--- src/rtl/bftr_pkg.sv ---
// shared constants, types and helpers of the bitmap font text renderer
// no dependencies; used by every rtl module of the block
package bftr_pkg;

    localparam int GLYPH_STORE_BYTES = 4096;
    localparam int MAX_GLYPH_ROWS    = 32;
    localparam int MAX_GLYPH_COLS    = 32;

    // glyph store depth is a power of two, address wrap is a truncation
    localparam int STORE_AW  = $clog2(GLYPH_STORE_BYTES);
    localparam int ROW_CNT_W = $clog2(MAX_GLYPH_ROWS);

    localparam int CUR_W   = 12;
    localparam int IDX_W   = 27;
    localparam int ADDR_W  = 5;
    localparam int Q_DEPTH = 4;
    localparam int Q_AW    = $clog2(Q_DEPTH);

    localparam logic [1:0] OP_PRINT = 2'd0;
    localparam logic [1:0] OP_MOVE  = 2'd1;
    localparam logic [1:0] OP_STORE = 2'd2;

    localparam logic [7:0] NEWLINE_CODE = 8'd10;
    localparam logic [7:0] SPACE_CODE   = 8'd32;

    localparam logic [2:0] REG_SCREEN_COLUMNS = 3'd0;
    localparam logic [2:0] REG_SCREEN_ROWS    = 3'd1;
    localparam logic [2:0] REG_ROW_PITCH      = 3'd2;
    localparam logic [2:0] REG_GLYPH_COLS     = 3'd3;
    localparam logic [2:0] REG_GLYPH_ROWS     = 3'd4;
    localparam logic [2:0] REG_GLYPH_COUNT    = 3'd5;
    localparam logic [2:0] REG_GLYPH_STRIDE   = 3'd6;
    localparam logic [2:0] REG_INK_COLOR      = 3'd7;

    localparam logic [12:0] RST_SCREEN_COLUMNS = 13'd1024;
    localparam logic [12:0] RST_SCREEN_ROWS    = 13'd768;
    localparam logic [14:0] RST_ROW_PITCH      = 15'd1024;
    localparam logic [5:0]  RST_GLYPH_COLS     = 6'd8;
    localparam logic [5:0]  RST_GLYPH_ROWS     = 6'd16;
    localparam logic [9:0]  RST_GLYPH_COUNT    = 10'd256;
    localparam logic [7:0]  RST_GLYPH_STRIDE   = 8'd16;
    localparam logic [31:0] RST_INK_COLOR      = 32'h00AAAAFF;

    typedef struct packed {
        logic [12:0] screen_columns;
        logic [12:0] screen_rows;
        logic [14:0] row_pitch;
        logic [5:0]  glyph_cols;
        logic [5:0]  glyph_rows;
        logic [9:0]  glyph_count;
        logic [7:0]  glyph_stride;
        logic [31:0] ink_color;
    } cfg_t;

    // one queued job: a character to draw or a glyph store write
    typedef struct packed {
        logic             is_store;
        logic [7:0]       glyph;
        logic [CUR_W-1:0] col;
        logic [CUR_W-1:0] row;
        logic [11:0]      addr;
        logic [7:0]       data;
    } job_t;

    typedef struct packed {
        logic full;
        logic empty;
    } q_status_t;

    function automatic logic [5:0] eff_cols(input logic [5:0] v);
        return (v > 6'(MAX_GLYPH_COLS)) ? 6'(MAX_GLYPH_COLS) : v;
    endfunction

    function automatic logic [5:0] eff_rows(input logic [5:0] v);
        return (v > 6'(MAX_GLYPH_ROWS)) ? 6'(MAX_GLYPH_ROWS) : v;
    endfunction

endpackage

--- src/rtl/bftr_if.sv ---
// valid/ready channel interfaces of the bitmap font text renderer
// no dependencies beyond the field widths of the block
interface bftr_cmd_if;
    logic        valid;
    logic        ready;
    logic [1:0]  opcode;
    logic [7:0]  char_code;
    logic [11:0] move_col;
    logic [11:0] move_row;
    logic [11:0] store_addr;
    logic [7:0]  store_byte;

    modport source (
        output valid, opcode, char_code, move_col, move_row, store_addr, store_byte,
        input  ready
    );
    modport sink (
        input  valid, opcode, char_code, move_col, move_row, store_addr, store_byte,
        output ready
    );
endinterface


--- src/rtl/bftr_front.sv ---
// front end: accepts command transactions, keeps the cursor, queues draw and store jobs
// depends on bftr_pkg and the bftr_cmd_if interface
module bftr_front (
    input  logic           clk,
    input  logic           rst_n,
    bftr_cmd_if.sink       cmd,
    input  bftr_pkg::cfg_t cfg,
    input  logic           q_full,
    output logic           push,
    output bftr_pkg::job_t job
);

    logic [bftr_pkg::CUR_W-1:0] col_reg, col_next;
    logic [bftr_pkg::CUR_W-1:0] row_reg, row_next;
    logic                       accept;
    logic [5:0]                 w;
    logic [5:0]                 h;
    logic [12:0]                nl_sum;
    logic [bftr_pkg::CUR_W-1:0] nl_row;
    logic [12:0]                adv_col;
    logic                       is_newline;

    assign cmd.ready  = !q_full;
    assign accept     = cmd.valid && cmd.ready;
    assign w          = bftr_pkg::eff_cols(cfg.glyph_cols);
    assign h          = bftr_pkg::eff_rows(cfg.glyph_rows);
    assign nl_sum     = {1'b0, row_reg} + {7'd0, h};
    assign nl_row     = (nl_sum >= cfg.screen_rows) ? '0 : nl_sum[bftr_pkg::CUR_W-1:0];
    assign adv_col    = {1'b0, col_reg} + {7'd0, w};
    assign is_newline = (cmd.char_code == bftr_pkg::NEWLINE_CODE);

    always_comb
    begin
        job.is_store = (cmd.opcode == bftr_pkg::OP_STORE);
        // codes past the glyph count draw the space glyph
        job.glyph    = ({2'b00, cmd.char_code} >= cfg.glyph_count) ? bftr_pkg::SPACE_CODE
                                                                   : cmd.char_code;
        job.col      = col_reg;
        job.row      = row_reg;
        job.addr     = cmd.store_addr;
        job.data     = cmd.store_byte;
    end

    always_comb
    begin
        push     = 1'b0;
        col_next = col_reg;
        row_next = row_reg;
        if (accept)
        begin
            case (cmd.opcode)
                bftr_pkg::OP_PRINT:
                begin
                    if (is_newline)
                    begin
                        col_next = '0;
                        row_next = nl_row;
                    end
                    else
                    begin
                        push = 1'b1;
                        if (adv_col >= cfg.screen_columns)
                        begin
                            col_next = '0;
                            row_next = nl_row;
                        end
                        else
                        begin
                            col_next = adv_col[bftr_pkg::CUR_W-1:0];
                        end
                    end
                end
                bftr_pkg::OP_MOVE:
                begin
                    col_next = cmd.move_col;
                    row_next = cmd.move_row;
                end
                bftr_pkg::OP_STORE:
                begin
                    push = 1'b1;
                end
                default:
                begin
                    push = 1'b0;
                end
            endcase
        end
    end

    always_ff @(posedge clk or negedge rst_n)
    begin
        if (!rst_n)
        begin
            col_reg <= '0;
            row_reg <= '0;
        end
        else
        begin
            col_reg <= col_next;
            row_reg <= row_next;
        end
    end

endmodule

--- src/flat_wrapper.sv ---
// flat-port wrapper written by rule: the top's interface ports become plain ports
module bftr_front_flat 
  (clk, rst_n, cfg, q_full, push, job, cmd_valid, cmd_opcode, cmd_char_code, cmd_move_col, cmd_move_row, cmd_store_addr, cmd_store_byte, cmd_ready);
  bftr_cmd_if cmd_i ();
  input  logic clk;
  input  logic rst_n;
  input  bftr_pkg::cfg_t cfg;
  input  logic q_full;
  output logic push;
  output bftr_pkg::job_t job;
  input wire logic [$bits(cmd_i.valid)-1:0] cmd_valid;
  input wire logic [$bits(cmd_i.opcode)-1:0] cmd_opcode;
  input wire logic [$bits(cmd_i.char_code)-1:0] cmd_char_code;
  input wire logic [$bits(cmd_i.move_col)-1:0] cmd_move_col;
  input wire logic [$bits(cmd_i.move_row)-1:0] cmd_move_row;
  input wire logic [$bits(cmd_i.store_addr)-1:0] cmd_store_addr;
  input wire logic [$bits(cmd_i.store_byte)-1:0] cmd_store_byte;
  output wire logic [$bits(cmd_i.ready)-1:0] cmd_ready;
  assign cmd_i.valid = cmd_valid;
  assign cmd_i.opcode = cmd_opcode;
  assign cmd_i.char_code = cmd_char_code;
  assign cmd_i.move_col = cmd_move_col;
  assign cmd_i.move_row = cmd_move_row;
  assign cmd_i.store_addr = cmd_store_addr;
  assign cmd_i.store_byte = cmd_store_byte;
  assign cmd_ready = cmd_i.ready;
  bftr_front u_core (.clk(clk), .rst_n(rst_n), .cmd(cmd_i), .cfg(cfg), .q_full(q_full), .push(push), .job(job));
endmodule
--- config.mk ---
export PLATFORM = sky130hd
export DESIGN_NAME = bftr_front_flat
export DESIGN_NICKNAME = d
export VERILOG_FILES = /design/src/rtl/bftr_pkg.sv /design/src/rtl/bftr_if.sv /design/src/rtl/bftr_front.sv /design/src/flat_wrapper.sv
export SDC_FILE = /design/constraint.sdc
export NUM_CORES = 1
export LEC_CHECK = 0
export ABC_AREA = 0
export BUFFER_PORTS_ARGS = -buffer_cell sky130_fd_sc_hd__buf_2
export CAP_MARGIN = 20
export CELL_PAD_IN_SITES_DETAIL_PLACEMENT = 0
export CELL_PAD_IN_SITES_GLOBAL_PLACEMENT = 2
export CORE_AREA = 2 2 127 129
export CTS_CLUSTER_DIAMETER = 60
export CTS_CLUSTER_SIZE = 28
export DETAILED_ROUTE_END_ITERATION = 7
export DIE_AREA = 0 0 129 131
export GPL_ROUTABILITY_DRIVEN = 0
export GPL_TIMING_DRIVEN = 0
export PLACE_DENSITY = 0.84
export REMOVE_ABC_BUFFERS = 1
export SLEW_MARGIN = 20
export SYNTH_ARGS = -nofsm -noshare
export SYNTH_HDL_FRONTEND = slang
export SYNTH_SLANG_ARGS = --single-unit
--- constraint.sdc ---
create_clock -name clk -period 4 [get_ports clk]
set_clock_uncertainty 0.2 [all_clocks]
set_input_delay 0.2 -clock clk [delete_from_list [all_inputs] [get_ports clk]]
set_output_delay 0.2 -clock clk [all_outputs]
set_load 0.1 [all_outputs]
# Yosys cells after proc, flatten, opt, wreduce, memory -nomap -nowiden
# Cells that the tools add are included.
dict set report totals {
  elab_cells 32
  output_inout_bits 55
  inputBits 161
  ff_bits 24
}
dict set report op_classes {
  n_reduce_logical 6
  eq_ne 4
  n_mux 13
  magnitude_cmp 5
  add_sub_neg 2
}
# cell count
set op_table {}
lappend op_table {{12-bit 2-to-1 mux} 5}
lappend op_table {{12-bit case mux with 2 select lines} 2}
lappend op_table {{12-bit by 6-bit adder with 13-bit output} 2}
lappend op_table {{13-bit greater-or-equal comparator} 2}
lappend op_table {{6-bit greater-than comparator, second input constant} 2}
lappend op_table {{6-bit 2-to-1 mux} 2}
lappend op_table {{8-bit by 10-bit greater-or-equal comparator with 1-bit output} 1}
lappend op_table {{8-bit by 4-bit == test with 1-bit output, second input constant} 1}
lappend op_table {{8-bit 2-to-1 mux} 1}
lappend op_table {{3-bit by 1-bit inequality test with 1-bit output, second input constant} 1}
lappend op_table {{3-bit AND reduction} 1}
lappend op_table {{2-bit by 1-bit == test with 1-bit output, second input constant} 1}
lappend op_table {{2-bit == test, second input constant} 1}
lappend op_table {{2-bit logical NOT} 1}
lappend op_table {{1-bit 2-to-1 mux} 2}
lappend op_table {{1-bit case mux with 2 select lines} 1}
lappend op_table {{2-bit AND reduction} 1}
lappend op_table {{2-bit nonzero test} 1}
lappend op_table {{1-bit logical AND} 1}
lappend op_table {{1-bit logical NOT} 1}

# Logic depth before layout (Yosys ltp)
# Gate-level depths: netlist of run 1.
dict set report logic_depth {
  depth_word 8
  ltp_mapped 17
  ltp_nobuf 16
}

# Worst setup path after synthesis of run 1
# No wires, ideal clock.
dict set report synth_path {
  path_type {input port to output port}
  from {input port cmd_char_code[0]}
  to {output port job[44] in the netlist's numbering}
  path_slack_ns -0.729
  arrival_ns 4.329
  n_path_buf 0
  path_stages 8
  required_ns 3.600
  cell_sequence {inv_1 -> ha_1 -> nand2b_1 -> a21o_1 -> a21o_1 -> a21oi_1 -> o22ai_1 -> o41ai_1}
}
# item line
set synth_rtl {}
lappend synth_rtl {{from (decl)} flat_wrapper.sv:13} ;# input wire logic [$bits(cmd_i.char_code)-1:0] cmd_char_code;
lappend synth_rtl {{to (decl)} flat_wrapper.sv:10} ;# output bftr_pkg::job_t job;

# Worst setup path in the final report of run 1
dict set report layout_path {
  from {register u_core.row_reg[0] in the netlist's numbering}
  to {register u_core.row_reg[0] in the netlist's numbering}
}
dict set report layout_between {
  elab_chain_cells 6
}
# item line
set layout_rtl {}
lappend layout_rtl {{from (decl)} bftr_front.sv:14} ;# logic [bftr_pkg::CUR_W-1:0] row_reg, row_next;
lappend layout_rtl {{from (signal assigned)} bftr_front.sv:100} ;# row_reg <= row_next;
lappend layout_rtl {{12-bit by 6-bit adder with 13-bit output (*)} bftr_front.sv:27} ;# assign nl_sum = {1'b0, row_reg} + {7'd0, h};
lappend layout_rtl {{13-bit greater-or-equal comparator} bftr_front.sv:28} ;# assign nl_row = (nl_sum >= cfg.screen_rows) ? '0 : nl_sum[bftr_pkg::CUR_W-1:0];
lappend layout_rtl {{12-bit 2-to-1 mux (*)} bftr_front.sv:28}
lappend layout_rtl {{12-bit 2-to-1 mux} bftr_front.sv:62} ;# if (adv_col >= cfg.screen_columns)
lappend layout_rtl {{12-bit 2-to-1 mux (*)} bftr_front.sv:54} ;# if (is_newline)
lappend layout_rtl {{12-bit case mux with 2 select lines (*)} bftr_front.sv:51} ;# case (cmd.opcode)
# Every way passes the cells marked *; elsewhere a longest branch is shown, timed or not. The select of a mux whose other input is x is not followed.
# A chain may end at the register's enable or synchronous reset.

==> results of run 1 <==
## cell families after synthesis
| group | count (synthesis) | synth area share [%] |
|---|---|---|
| mux | 7 | 2.99 |
| flops | 24 | 18.0 |
| buf+inv | 84 | 12.5 |
| compound gates | 114 | 24.7 |
| fa+ha+maj | 48 | 18.4 |
| simple gates | 126 | 19.3 |
| xor+xnor | 16 | 4.19 |
## through the flow
step                      instances  setup TNS (ns)  instance area [sq um]  worst slack (ns)
after floorplan                 387           -1.93                   3120            -0.729
after global placement          723           -3.80                   3990            -0.270
after detailed placement        724           -4.23                   4010            -0.296
after CTS                       734               0                   4170            0.0300
after global routing            743               0                   4260            0.0156
final                           743               0                   4260             0.219
## worst reg2reg max path, stage by stage, from the launching register on
cell,delay (ns)
dfrtp_1,0.38
ha_2,0.22
inv_1,0.06
fa_2,0.36
nor2b_2,0.14
o31a_1,0.24
o21ai_0,0.13
and2_1,0.23
xnor2_1,0.14
ha_1,0.30
a21oi_1,0.06
o21a_1,0.18
o211ai_1,0.31
a21oi_4,0.09
buf_4,0.19
a22o_1,0.19
mux2_4,0.25
## worst paths after layout
path / start / endpoint / slack, ns / depth (start not counted)
min reg2reg: u_core.row_reg[4]$_DFFE_PN0P_ / u_core.row_reg[4]$_DFFE_PN0P_ / 0.34 / 1
min in group asynchronous: rst_n / u_core.row_reg[9]$_DFFE_PN0P_ / 0.31 / 2
min: cmd_move_col[3] / u_core.col_reg[3]$_DFFE_PN0P_ / 0.03 / 3
max: u_core.row_reg[0]$_DFFE_PN0P_ / u_core.row_reg[0]$_DFFE_PN0P_ / 0.22 / 16
max reg2reg: u_core.row_reg[0]$_DFFE_PN0P_ / u_core.row_reg[0]$_DFFE_PN0P_ / 0.22 / 16
max in group asynchronous: rst_n / u_core.col_reg[1]$_DFFE_PN0P_ / 2.82 / 2
## cell usage in the layout (no fill, tap or decap), types with 12 or more instances in the layout
cell type and count:
xnor2_1 13, buf_2 120, nor2_1 30, o21ai_0 19, ha_1 45, dfrtp_1 23, nand2_1 26, nand3_1 12
a21oi_1 27, inv_1 51
## final cells by class
cell class / count / area share [%]
tap: 216 / 6.34
timing repair buffer: 136 / 17.5
clock buffer: 3 / 1.76
inverter: 52 / 4.58
sequential: 24 / 14.1
multi-input combinational: 312 / 55.7
## where the power goes
part | internal, mW | total (mW) | switching, mW
clock | 0.133 | 0.234 | 0.101
combinational | 0.749 | 2.50 | 1.75
sequential | 0.353 | 0.496 | 0.144
## repair_timing
action	4_1_cts	5_1_grt
resized for setup	2	8
buffers inserted	3	8
setup endpoints to repair	18	21
endpoints found under the hold margin	27	0
pin swaps	1	2
gates cloned	0	1
hold buffers	4	0
## layer usage
layer  global-route usage [%]  wire (um)  up-vias
met5                     1.47          0        -
met2                     21.9       5300      135
met4                     1.66         53        0
met1                     15.8       4890     1575
li1                         -          -     1697
met3                     3.54        805        7
==> run metrics, run 1 <==
Pwr Total ~3.2 mW; Post-Syn Area around 0.0033 sq mm; slowest stage delay, CP 0.38 ns; Max FO, Critical Path 7; Final Cycle Share ~95%; Syn Area/Cell 7.98 sq um; via count 3414; synth top area cells dfrtp_1 (18%), ha_1 (17%), inv_1 (5.7%); final slew viol count 0; Tot GR Track Use 12.6%; die width 129 um; Post-synth top flop dfrtp_1; core area 0.0156 sq mm; slew margin rel. 54.7%; final setup violation count 0; full die area 0.0169 sq mm; DR pass1 iterations 4; register bit count reported by yosys 24; diode count 0; fin util between 20% and 30%; routed length per instance between 10 and 15 um; CP arrival 3.74 ns; antenna viol nets, final 0; EDFF count, synth 0; I/O pins roughly 220; CP Cell Sequence ha_2 -> inv_1 -> fa_2 -> nor2b_2 -> o31a_1 -> o21ai_0 -> and2_1 -> xnor2_1 -> ha_1 -> a21oi_1 -> o21a_1 -> o211ai_1 -> a21oi_4 -> buf_4 -> a22o_1 -> mux2_4; Filler Cells Inserted 1730; leakage power 2.07 nW; power density over the cells 757 mW/mm^2; H-tree lvl count 1; max_cap viols 0; Async S/R FF share, synth 100%; Num CTS Buffers 3; Area growth syn-to-layout 27.4%; final hold vios 0; CTS tree done; Reg clk slew, reported paths around 0.07 ns; worst IR drop on VDD between 0.4 and 0.5 mV; register area 602 sq um; CP Class reg -> reg; number of global-route vias before repair 3278; Max Buffers Root-to-Sink 2; share of the synthesized area in the top cell type 18.0%; first-pass GRT wire length 16.8 mm; status finished clean; layout cells sized above 1 a little under a third; critical path endpoint category flip-flop; Skew-Pair Late Insertion Delay 0.27 ns; area leader, netlist dfrtp_1; nets@finish 738; routed wire length approximately 11 mm; sequential share of the synthesized area 18.0%; Post-synth top cells inv_1 (51), ha_1 (46), nor2_1 (33); vias per std cell 4.59; largest net degree at the start of global routing 25; Worst EP required 3.96 ns; hold slack about 0.027 ns; Yosys Warn Count 0; DP HPWL 8.70 mm; IO buf count 120; fmax 0.264 GHz; gr ovfl total 0; fin crit period 3.78 ns; clk root buf clkbuf_16; worst-margin pin slew 0.680 ns; CP Launch Type flip-flop; CP delay by family, top compound AO/OA/AOI/OAI gates; area of the multi-input gates about 0.0024 sq mm; Yosys cell types 63; Slowest cell on crit path dfrtp_1; initial core utilization 21.4%; most common cell in the netlist inv_1; Syn Inst Count 419; First DRT Iteration DRCs approximately 120; Buf/Inv on CP 2; CTS sink cnt 24; row count 46; initial antenna violation count 0; DR DRC count 0; die height 131 um; Worst Hold Class in -> reg; RSZ-0062 raised after global routing false
Note: power is estimated with default switching activity, not from simulation.
==> inputs of run 2 (changes only) <==
- CORE_AREA: 2 2 127 129 -> 2 2 124 126
- CTS_BUF_LIST: unset -> sky130_fd_sc_hd__clkbuf_2 sky130_fd_sc_hd__clkbuf_4 sky130_fd_sc_hd__clkbuf_8
- DIE_AREA: 0 0 129 131 -> 0 0 126 128
- PLACE_DENSITY: 0.84 -> unset
- PLACE_DENSITY_LB_ADDON: unset -> 0.1
==> run 2 against run 1 <==
Effect of this change:
- clock power shrank 19%
- final area grew 0.50%
- non-clock buffer count grew 6
- sequential power grew 2%
- power is essentially flat
- critical path type unchanged
- critical endpoint is now u_core.row_reg[2]$_DFFE_PN0P_
==> run metrics, run 2 (synthesis results as in run 1) <==
Worst EP required between 3 and 4 ns; antenna viol nets, final 0; CP arrival 3.77 ns; number of global-route vias before repair 3308; die width 126 um; hold slack 0.0135 ns; routed wire length about 12 mm; worst-margin pin slew 0.680 ns; DR pass1 iterations 4; layout cells sized above 1 31.8%; DR DRC count 0; Tot GR Track Use roughly 15%; IO buf count 120; I/O pins 216; max_cap viols 0; Reg clk slew, reported paths 0.11 ns; met2 Resource Use GR 23.4%; row count 45; gr ovfl total 0; CP Launch Type flip-flop; slowest stage delay, CP 0.53 ns; fmax 0.265 GHz; H-tree lvl count 1; vias per std cell 4.70; critical path endpoint category flip-flop; First DRT Iteration DRCs around 130; Worst R2R Setup Slack 0.22 ns; nets@finish 744; CTS tree done; CTS sink cnt 24; placed insts 696; fin crit period 3.78 ns; Pwr Total 3.22 mW; final hold vios 0; worst IR drop on VDD around 0.34 mV; met1 Use GR roughly 18%; final slew viol count 0; Final Cycle Share 94.5%; Skew-Pair Late Insertion Delay 0.29 ns; CP Cell Sequence ha_1 -> a21oi_2 -> o21ai_1 -> o41ai_4 -> nor2_1 -> xor2_1 -> ha_1 -> nand2_1 -> nor2_2 -> nand4b_1 -> a21o_4 -> a21oi_4 -> buf_4 -> mux2_4; fin cells approximately 720; Max FO, Critical Path 8; Slowest cell on crit path o41ai_4; leakage power 2.09 nW; status finished clean; commonest non-fill, non-tap cell in the layout buf_2; total negative slack 0 ns; clk root buf clkbuf_8; via count 3393; GRT busiest layer met2; full die area between 0.015 and 0.02 sq mm; met3 usage 6.93%; initial core utilization between 20% and 30%; CP Class reg -> reg; power density over the cells 753 mW/mm^2; routed length per instance between 15 and 20 um; commonest cells after routing, fill and taps aside buf_2 (120), inv_1 (51), ha_1 (45); die height 128 um; core area 0.0149 sq mm; largest net degree at the start of global routing 25; Worst Hold Class in -> reg; initial antenna violation count 1; diode count 0; first-pass GRT wire length 18.3 mm; slew margin rel. 54.7%; DP HPWL 9.82 mm; most frequent CP cell ha_1; final setup violation count 0; Num CTS Buffers 3; Area growth syn-to-layout 28.0%; Max Buffers Root-to-Sink 2
## run 2: report_power, final
group / internal, mW / switching (mW) / total (mW) / leakage, nW
sequential: 0.352 / 0.154 / 0.505 / 0.275
clock: 0.0887 / 0.0999 / 0.189 / 0.0288
combinational: 0.772 / 1.76 / 2.53 / 1.79
total: 1.21 / 2.01 / 3.22 / 2.09
## run 2: final timing paths
kind / endpoint / start / cells after the start
max: u_core.row_reg[2]$_DFFE_PN0P_ / u_core.col_reg[1]$_DFFE_PN0P_ / 14
min: u_core.row_reg[1]$_DFFE_PN0P_ / cmd_move_row[1] / 3
max reg2reg: u_core.row_reg[2]$_DFFE_PN0P_ / u_core.col_reg[1]$_DFFE_PN0P_ / 14
min reg2reg: u_core.row_reg[3]$_DFFE_PN0P_ / u_core.row_reg[3]$_DFFE_PN0P_ / 1
max in group asynchronous: u_core.col_reg[1]$_DFFE_PN0P_ / rst_n / 2
min in group asynchronous: u_core.row_reg[9]$_DFFE_PN0P_ / rst_n / 2
## run 2: layout make-up
type / count / area [sq um]
fill: 1679 / 10600
multi-input combinational: 312 / 2380
tap: 188 / 235
clock buffer: 4 / 55.1
timing repair buffer: 142 / 818
sequential: 24 / 602
inverter: 52 / 195
## run 2: metrics by stage
stage | cell area, sq um | worst slack [ns] | utilization (%)
finish | 4280 | 0.222 | 28.8
global route | 4280 | -0.00100 | 28.8
CTS | 4160 | 0.0776 | 28.0
detailed placement | 3980 | -0.250 | 26.8
global placement | 3960 | -0.376 | 26.6
floorplan | 3120 | -0.729 | -
## run 2: repair_timing
action	in CTS	in global routing
setup buffers	2	11
setup endpoints to repair	7	22
cloned	0	1
endpoints found under the hold margin	31	0
resized for setup	2	8
pin swaps	1	5
hold buffers	8	0
## run 2: worst max-delay path, delay by kind of cell (launching register included)
kind,cells,cell delay (ns)
adder cells (fa/ha/maj),2,0.60
AND/OR/NAND/NOR,4,0.48
buffers and inverters,1,0.15
multiplexers,1,0.29
flip-flops,1,0.45
XOR/XNOR,1,0.17
AO/OA/AOI/OAI,5,1.32
## run 2: metal layers
layer	vias to the layer above	share of wire, %
met5	-	0.90
met4	4	0.53
met3	8	10
met2	122	45
met1	1556	43
li1	1703	-
==> inputs of run 3 (changes only) <==
- CORE_AREA: 2 2 124 126 -> 2 2 127 129
- CTS_BUF_LIST: sky130_fd_sc_hd__clkbuf_2 sky130_fd_sc_hd__clkbuf_4 sky130_fd_sc_hd__clkbuf_8 -> sky130_fd_sc_hd__clkbuf_16
- DIE_AREA: 0 0 126 128 -> 0 0 129 131
==> run 3 against run 2 <==
Effect of this change:
- non-clock buffer count is 6 lower
- sequential power hardly changed
- first-iteration DRC count is 17% higher
- combinational power hardly changed
- fmax is 2.4% lower
- final cell count is 3.0% higher
- clock-buffer cell count is 1 lower
- register-to-register slack worse by 0.09 ns
- global-route usage is 0.27 points lower
- clock power is 65% higher
- die area is 4.8% higher
- worst setup slack worse by 0.094 ns
- critical path type unchanged
==> run metrics, run 3 (synthesis results as in run 1) <==
final worst slack 0.128 ns; initial antenna violation count 0; nets@finish around 740; Area growth syn-to-layout 29.3%; Final Cycle Share 96.8%; worst IR drop on VDD 0.439 mV; vias per std cell roughly 4.5; DR pass1 iterations 4; critical path endpoint category flip-flop; Num CTS Buffers 3; Seq pwr share 15.0%; number of global-route vias before repair around 3300; dpl ws -0.174 ns; Skew-Pair Late Insertion Delay 0.27 ns; routed length per instance 16.7 um; die height 131 um; CTS tree done; fin crit period 3.87 ns; status finished clean; Worst EP required 3.96 ns; Worst Reg-to-Reg Cells 17; Gate power share about three quarters; full die area 0.0169 sq mm; antenna viol nets, final 0; Worst Hold Endpoint u_core.col_reg[5]$_DFFE_PN0P_; slew margin rel. a little over half; final hold vios 0; First DRT Iteration DRCs 148; routed wire length ~12 mm; core area 0.0156 sq mm; switching pwr roughly 2 mW; gr ovfl total 0; fmax 0.258 GHz; worst-margin pin slew about 0.68 ns; power density over the cells 776 mW/mm^2; fin util 27.7%; first-pass GRT wire length 18.5 mm; Worst R2R Setup Slack 0.13 ns; CP Launch Type flip-flop; initial core utilization 21.4%; Hold Path Depth 3; die width 129 um; final slew viol count 0; commonest cells after routing, fill and taps aside buf_2 (120), inv_1 (51), ha_1 (45); CTS sink cnt 24; Reg clk slew, reported paths 0.08 ns; layout cells sized above 1 31.8%; Internal Power 1.33 mW; switch share 60.5%; largest net degree at the start of global routing 25; DR DRC count 0; CP arrival 3.83 ns; via count between 3000 and 4000; commonest non-fill, non-tap cell in the layout buf_2; max_cap viols 0; placed cell area around 0.0040 sq mm; clk root buf clkbuf_16; final instance area approximately 0.0043 sq mm; clock share of power 9.3%; Max FO, Critical Path 12; worst r2r dst u_core.row_reg[2]$_DFFE_PN0P_; I/O pins 216; Max Buffers Root-to-Sink 2; leakage power 2.09 nW; row count 46; final setup violation count 0; DP HPWL 9.78 mm; H-tree lvl count 1; IO buf count 120; Worst Hold Class in -> reg; Reg-to-Reg Start u_core.row_reg[0]$_DFFE_PN0P_; Filler Cells Inserted between 1500 and 2000; Tot GR Track Use 14.4%; worst hold start cmd_move_col[5]; diode count 0; CP Class reg -> reg
## run 3: cell count changes in the layout (fill, tap and decap cells not counted), moves of 3 or more
cell / before / now
dlygate4sd3_1: 8 / 4
clkbuf_16: 0 / 3
clkbuf_8: 4 / 0
buf_4: 11 / 8
## run 3: timing repair
| action | 4_1_cts | 5_1_grt |
|---|---|---|
| cloned | 0 | 1 |
| resized for setup | 0 | 9 |
| pin swaps | 1 | 4 |
| endpoints found under the hold margin | 27 | 0 |
| hold buffers | 4 | 0 |
| setup endpoints to repair | 6 | 24 |
| buffers inserted | 1 | 10 |
## run 3: worst max-delay path, stage by stage, from the launching register on
cell	delay, ns
dfrtp_1	0.38
ha_2	0.22
inv_1	0.06
fa_1	0.40
nor2b_1	0.18
o31a_1	0.26
o21ai_0	0.14
and2_4	0.20
xnor2_1	0.12
ha_1	0.29
a21oi_1	0.07
o21a_1	0.18
o211ai_1	0.26
a21oi_4	0.06
buf_12	0.16
buf_12	0.13
a22o_1	0.18
mux2_4	0.25
## run 3: how the worst max path moves through the flow
| stage | startpoint | to | slack [ns] | cells after the start |
|---|---|---|---|---|
| after floorplan | cmd_char_code[0] | job[44] | -0.73 | 8 |
| after global routing | u_core.row_reg[0]$_DFFE_PN0P_ | u_core.row_reg[0]$_DFFE_PN0P_ | -0.02 | 17 |
| final | u_core.row_reg[0]$_DFFE_PN0P_ | u_core.row_reg[2]$_DFFE_PN0P_ | 0.13 | 17 |
| after global placement | cfg[61] | u_core.col_reg[6]$_DFFE_PN0P_ | -0.38 | 14 |
| after CTS | u_core.col_reg[0]$_DFFE_PN0P_ | u_core.col_reg[6]$_DFFE_PN0P_ | 0.008 | 13 |
| after detailed placement | cfg[61] | u_core.row_reg[2]$_DFFE_PN0P_ | -0.17 | 15 |
## run 3: through the flow
stage | instances | hold slack (ns) | total power [mW] | setup TNS (ns)
finish | 744 | 0.0128 | 3.36 | 0
CTS | 733 | 0.000708 | 3.29 | 0
floorplan | 387 | -0.296 | 2.42 | -1.93
detailed placement | 724 | 0.0866 | 2.95 | -1.24
global route | 744 | 0.0263 | 3.65 | -0.0673
global placement | 723 | 0.103 | 2.93 | -4.82
## run 3: power by group through the flow
stage | Clock (mW) | Sequential, mW | Combinational, mW
2_1_floorplan | 0 | 1.27 | 1.15
3_3_place_gp | 0 | 0.513 | 2.42
3_5_place_dp | 0 | 0.513 | 2.44
4_1_cts | 0.328 | 0.510 | 2.45
5_1_grt | 0.337 | 0.531 | 2.78
6_report | 0.311 | 0.505 | 2.54
## run 3: area by class of cell
class	count	area, sq um	share of cell area [%]
multi-input cells	312	2380	55.1
well taps	216	270	6.25
repair buffers	136	772	17.9
clock buffers	3	75.1	1.74
inverters	52	195	4.52
flip-flops and latches	24	601	13.9
clock inverters	1	30.0	0.695
## run 3: layer usage
metal	global-route usage, %	wire (um)
met1	18.0	5390
met2	23.4	5730
met3	5.90	1090
met4	1.98	81
met5	4.71	117
